--- src/hdl/pdd_div.sv ---
module pdd_div #(
  parameter int NW = 8,
  parameter int DW = 8
) (
  input  logic          clk_i,
  input  logic [NW-1:0] num_i,
  input  logic [DW-1:0] den_i,
  output logic [NW-1:0] quo_o
);

  logic [NW-1:0] work_q [NW];
  logic [DW-1:0] rem_q  [NW-1];
  logic [DW-1:0] den_q  [NW-1];

  for (genvar k = 0; k < NW; k++) begin : g_st
    logic [NW-1:0] w_in;
    logic [DW-1:0] r_in;
    logic [DW-1:0] d_in;
    logic [DW:0]   trial;
    logic          ge;
    if (k == 0) begin : g_first
      assign w_in = num_i;
      assign r_in = '0;
      assign d_in = den_i;
    end else begin : g_next
      assign w_in = work_q[k-1];
      assign r_in = rem_q[k-1];
      assign d_in = den_q[k-1];
    end
    assign trial = {r_in, w_in[NW-1]};
    assign ge    = trial >= {1'b0, d_in};
    always_ff @(posedge clk_i) begin
      work_q[k] <= {w_in[NW-2:0], ge};
    end
    if (k < NW - 1) begin : g_rem
      always_ff @(posedge clk_i) begin
        rem_q[k] <= ge ? DW'(trial - {1'b0, d_in}) : trial[DW-1:0];
        den_q[k] <= d_in;
      end
    end
  end

  assign quo_o = work_q[NW-1];

endmodule

--- config.mk ---
export PLATFORM = sky130hd
export DESIGN_NAME = pdd_div
export DESIGN_NICKNAME = d
export VERILOG_FILES = /design/src/hdl/pdd_div.sv
export SDC_FILE = /design/constraint.sdc
export NUM_CORES = 1
export LEC_CHECK = 0
export BUFFER_PORTS_ARGS = -buffer_cell sky130_fd_sc_hd__buf_2
export CAP_MARGIN = 20
export CORE_ASPECT_RATIO = 1.1
export CORE_MARGIN = 10
export CORE_UTILIZATION = 65
export CTS_BUF_LIST = sky130_fd_sc_hd__clkbuf_4 sky130_fd_sc_hd__clkbuf_8
export DETAILED_ROUTE_END_ITERATION = 8
export PLACE_DENSITY_LB_ADDON = 0.05
export SLEW_MARGIN = 10
export SYNTH_ARGS = -nofsm -noshare
export SYNTH_HDL_FRONTEND = slang
export SYNTH_SLANG_ARGS = --single-unit
--- constraint.sdc ---
create_clock -name clk_i -period 5.51 [get_ports clk_i]
set_clock_uncertainty 0.15 [all_clocks]
set_input_delay 0.2755 -clock clk_i [delete_from_list [all_inputs] [get_ports clk_i]]
set_output_delay 0.2755 -clock clk_i [all_outputs]
set_load 0.03 [all_outputs]
Word-level counts from Yosys, hierarchy flattened --
Memory sizes are Yosys's and may differ from the RTL's. Index checks and enable logic that the tools add are counted.
Word-level totals: input bits 17, output and inout bits 8, memories 3, bits in registers 0, logic and storage cells 25, memory bits (writable) 176
Operators by class: $lt $le $gt $ge 8, multiplexer cells 7, add/sub/neg operators 7
Memories:
- work_q | words 8, bits a word 8, read ports 8, clocked after memory_dff 0, wr ports 8, RTL line 11 | logic [NW-1:0] work_q [NW];
- den_q | words 7, bits a word 8, read ports 7, clocked after memory_dff 0, wr ports 7, RTL line 13 | logic [DW-1:0] den_q [NW-1];
- rem_q | words 7, bits a word 8, read ports 7, clocked after memory_dff 0, wr ports 7, RTL line 12 | logic [DW-1:0] rem_q [NW-1];
Operators with widths (count):
- 9-bit by 8-bit >= comparator with 1-bit output | 7
- 8-bit two-way mux | 7
- 8-bit subtractor | 6
- 1-bit by 8-bit >= comparator with 1-bit output | 1
- 1-bit by 8-bit subtractor with 8-bit output | 1

Logic depth before layout (Yosys ltp) --
An unclocked memory read counts as a cell.
depth after elaboration 3, gate-level depth with buffers 9, depth with buffers taken out 8

Worst setup path before layout --
No wires, ideal clock.
kind reg2reg, start memory den_q[4][6], end memory rem_q[5][2], cell stages (with the launch flop) 8, buffers on the path 0, setup slack 3.359 ns, period minus slack after synthesis 2.151 ns, data arrival time 1.881 ns, cells stage by stage dfxtp_1 inv_1 ha_1 a21oi_1 o21ai_0 a21boi_0 a21boi_2 mux2_2
RTL lines (RTL line):
- start: declaration | 13
- end: declaration | 12

==> run_results.csv <==
group,metric,value,unit
run_status,status,"finished clean",
setup_path,required,5.70,ns
route,first_pass_iters,4,
synth,synth.yosys.seq_area_share,53.58,%
timing,tightest_slew,1.034,ns
grt,grt_usage,16.31,%
setup_path,crit_family,"compound AO/OA/AOI/OAI gates",
floorplanning,fp.dieW,115.9,um
timing,rsz0062_at_grt,"false",
setup_path,cp_slowest_cell,"a221oi_2",
clocking,clock-sinks,176,
cells_and_area,nets,745,
setup_path,cp.depth,7,
floorplanning,die_y,125.5,um
pwr,ir_worst_vdd,0.2819,mV
route,detail-route-antenna-nets,0,
cells_and_area,fillers,668,
route,drc,0,
floorplanning,ios,25,
timing,period_minus_slack,2.619,ns
setup_path,crit_path_cell_trace,"inv_1, ha_1, a21oi_1, o21ai_0, a221oi_2, inv_1, o22a_1",
setup_path,critPathCaptureType,"flip-flop",
timing,timing.setup.tns,0,ns
cells_and_area,drive_gt1_share,13.15,%
synth,synth.distinct_cells,54,
synth,ys_warn_count,0,
clocking,cts_buffer_depth,2,
clocking,cts_resized,0,
route,wire_per_inst,14.03,um
cells_and_area,multiInputGateArea,0.002723,mm2
route,drtIter0Drc,191,
synth,synth_ff_type,"dfxtp_1",
setup_path,slowest_delay,0.88,ns
synth,yosys.area_share.adder,12.86,%
placement,numPlacedInstances,749,
cells_and_area,regArea,0.003523,mm2
setup_path,critPathLaunchType,"flip-flop",
clocking,cts_tree,"built",
synth,synth-async-reset-ratio,0,%
setup_path,timing.rr.start,"den_q[3][4]",
timing,slew_headroom,31.04,%
grt,grt_pass1_vias,4509,
grt,antenna_found_initial,0,
timing,min_period_over_period,47.53,%
timing,maxSlewViolCount,0,
pwr,p_leak,3.553,nW
cells_and_area,antenna_cells,0,
setup_path,reg2reg_to,"rem_q[4][7]",
synth,synthTopCellsByArea,"dfxtp_1 54%, ha_1 11%, inv_1 4.6%",
pwr,power.density,459.3,mW/mm2
synth,synth_compound_gate_area_share,12.65,%
route,via_per_inst,5.403,
setup_path,r2r.worst_path.cells,7,
synth,synthesis.area,0.006576,mm2
hold_path,hp-class,"flip-flop to flip-flop",
setup_path,path_max_fanout,16,
synth,synth-edff-count,0,
synth,syn_nets,690,
placement,place_hpwl,8476,um
clocking,insertion_delay,0.45,ns
clocking,cts_root_buf,"clkbuf_8",
placement,place.gp.congestion,0.9474,
synth,synth.area.mux_share,4.775,%
clocking,numCtsBuffers,17,
setup_path,reg2reg_slack,2.89,ns
setup_path,critPathArrivalTime,2.81,ns
synth,yosysTopAreaCell,"dfxtp_1",
grt,grt_max_degree,18,
job,maxCapViolCount,0,
grt,grt_pass1_wl,18990,um
cells_and_area,syn2layout_area_growth,12.75,%
floorplanning,dieArea,0.01455,mm2
route,wirelength,11180,um
synth,synthSimpleGateAreaFrac,8.447,%
synth,yosys.area_share.xor_xnor,2.664,%
timing,setup_viol,0,
synth,syn_area_per_cell,10.80,um2
grt,gr-total-overflow,0,
setup_path,critical_path_buf_inv_count,2,
synth,ys_ff_latch,176,
synth,synth_top_area_share,53.58,%
clocking,ctsHtreeMaxLevel,4,
synth,syn_inst,609,
setup_path,cp-endpoint,"rem_q[4][7]",
cells_and_area,final_cells,797,
setup_path,path_common_cell,"inv_1",
floorplanning,start_util,66.50,%
timing,fmax,381.8,MHz
floorplanning,core_area,0.009889,mm2
timing,hold_viol_final,0,
clocking,clk_pin_slew,0.09,ns
placement,port-buffer-count,24,
synth,synth_top_family_by_area,"adder cells",
setup_path,crit_start,"den_q[3][4]",
route,via_count,4306,
floorplanning,num_rows,38,
setup_path,path_class,"flip-flop to flip-flop",
report_power, final:
group          leakage (nW)  total [W]  internal (W)  switching [W]
logic                  1.86   0.000920      0.000432       0.000488
clock network         0.220   0.000945      0.000472       0.000473
registers              1.47    0.00154       0.00147      0.0000753
final cells by class:
type                    instances  share of cell area (%)
clock inverters                14                   2.582
multi-input cells             348                   36.72
flip-flops and latches        176                   47.52
inverters                      81                   4.117
well taps                     120                   2.025
clock buffers                  18                   3.257
repair buffers                 40                   3.780
flip-flops by register name (all words and copies together), names as in the netlist:
register	flops
den_q	56
rem_q	56
work_q	64
how the worst min path moves through the flow:
stage,start,end,slack [ns],cells past startpoint
final,work_q[0][2],work_q[0][11],0.18,0
after floorplan,den_i[0],den_q[0][0],0.15,0
after CTS,work_q[1][10],work_q[1][19],0.18,0
after global placement,work_q[0][1],work_q[0][10],0.16,0
after detailed placement,work_q[0][4],work_q[0][13],0.16,0
after global routing,work_q[1][9],work_q[1][18],0.18,0
worst reg2reg max path, delay by kind of cell (launching register included):
kind                       cells  cell delay, ns
AOI/OAI and AO/OA              4            1.51
adders and majority gates      1            0.32
buffers and inverters          2            0.20
DFF                            1            0.34
repair_timing:
action	4_1_cts	5_1_grt
hold endpoints to repair	19	0
setup buffers	0	0
hold buffers	16	0
per-stage QoR:
stage / cell area, um2 / worst slack, ns / total power, W / utilization [%] / hold slack (ns)
2_1_floorplan: 6576 / 3.359 / 0.002273 / - / 0.1532
6_report: 7415 / 2.891 / 0.003406 / 74.97 / 0.1761
4_1_cts: 7415 / 2.894 / 0.003431 / 74.97 / 0.1780
3_3_place_gp: 6822 / 3.017 / 0.002446 / 68.98 / 0.1596
3_5_place_dp: 6822 / 2.909 / 0.002479 / 68.98 / 0.1621
5_1_grt: 7415 / 2.652 / 0.003610 / 74.97 / 0.1791
layout by cell type, fill, tap and decap left out, types with 5 or more instances in the layout:
cell,synthesis,routed
dfxtp_1,176,176
inv_1,80,80
ha_1,58,58
o21ai_0,38,38
a21oi_1,30,30
nand2_1,28,28
buf_2,2,24
nor2_1,20,20
mux2_2,19,19
clkbuf_8,0,17
dlygate4sd3_1,0,16
a21o_1,12,12
xnor2_1,12,12
nor2b_1,11,11
nand3_1,10,10
mux2i_1,10,10
nand2b_1,8,8
xor2_1,8,8
o21a_1,8,8
a211oi_1,7,7
nor3_1,6,6
fa_1,6,6
and2_1,5,5
inv_6,0,5
logic make-up (layout without fill, tap and decap cells):
group           count (synthesis)  count (layout)
buf+inv                        85             153
xor+xnor                       20              20
simple gates                  107             107
flops                         176             176
mux                            29              29
fa+ha+maj                      64              64
compound gates                128             128
cells in the mapped netlist (2+ instances only):
cell type    n
and2_1       5
ha_1        58
mux2i_1     10
buf_2        2
a21oi_1     30
a21boi_0     3
nand2_1     28
fa_1         6
nor2_1      20
a31o_2       2
o21ai_0     38
o21a_1       8
nor2b_1     11
nand3_1     10
or2_2        3
o21ai_1      2
o31a_1       3
a21oi_2      2
o22a_1       2
a21o_1      12
and4_1       2
or4_4        2
or3_1        2
and3_1       2
o31ai_1      4
nand3b_1     2
mux2_2      19
nand2b_1     8
or4_1        2
xnor2_1     12
nor3_1       6
a221oi_2     2
a221oi_1     2
a211oi_1     7
inv_1       80
xor2_1       8
dfxtp_1    176
o211ai_1     2
routing by layer:
layer  global-route usage [%]  wire, um  part of all wire, %
met1                    14.04      4068                   36
met3                    4.400       343                  3.1
met2                    31.99      6413                   57
met4                    9.285       352                  3.1
met5                        0         0                    0
No activity file was read; power rests on OpenSTA's default activity.
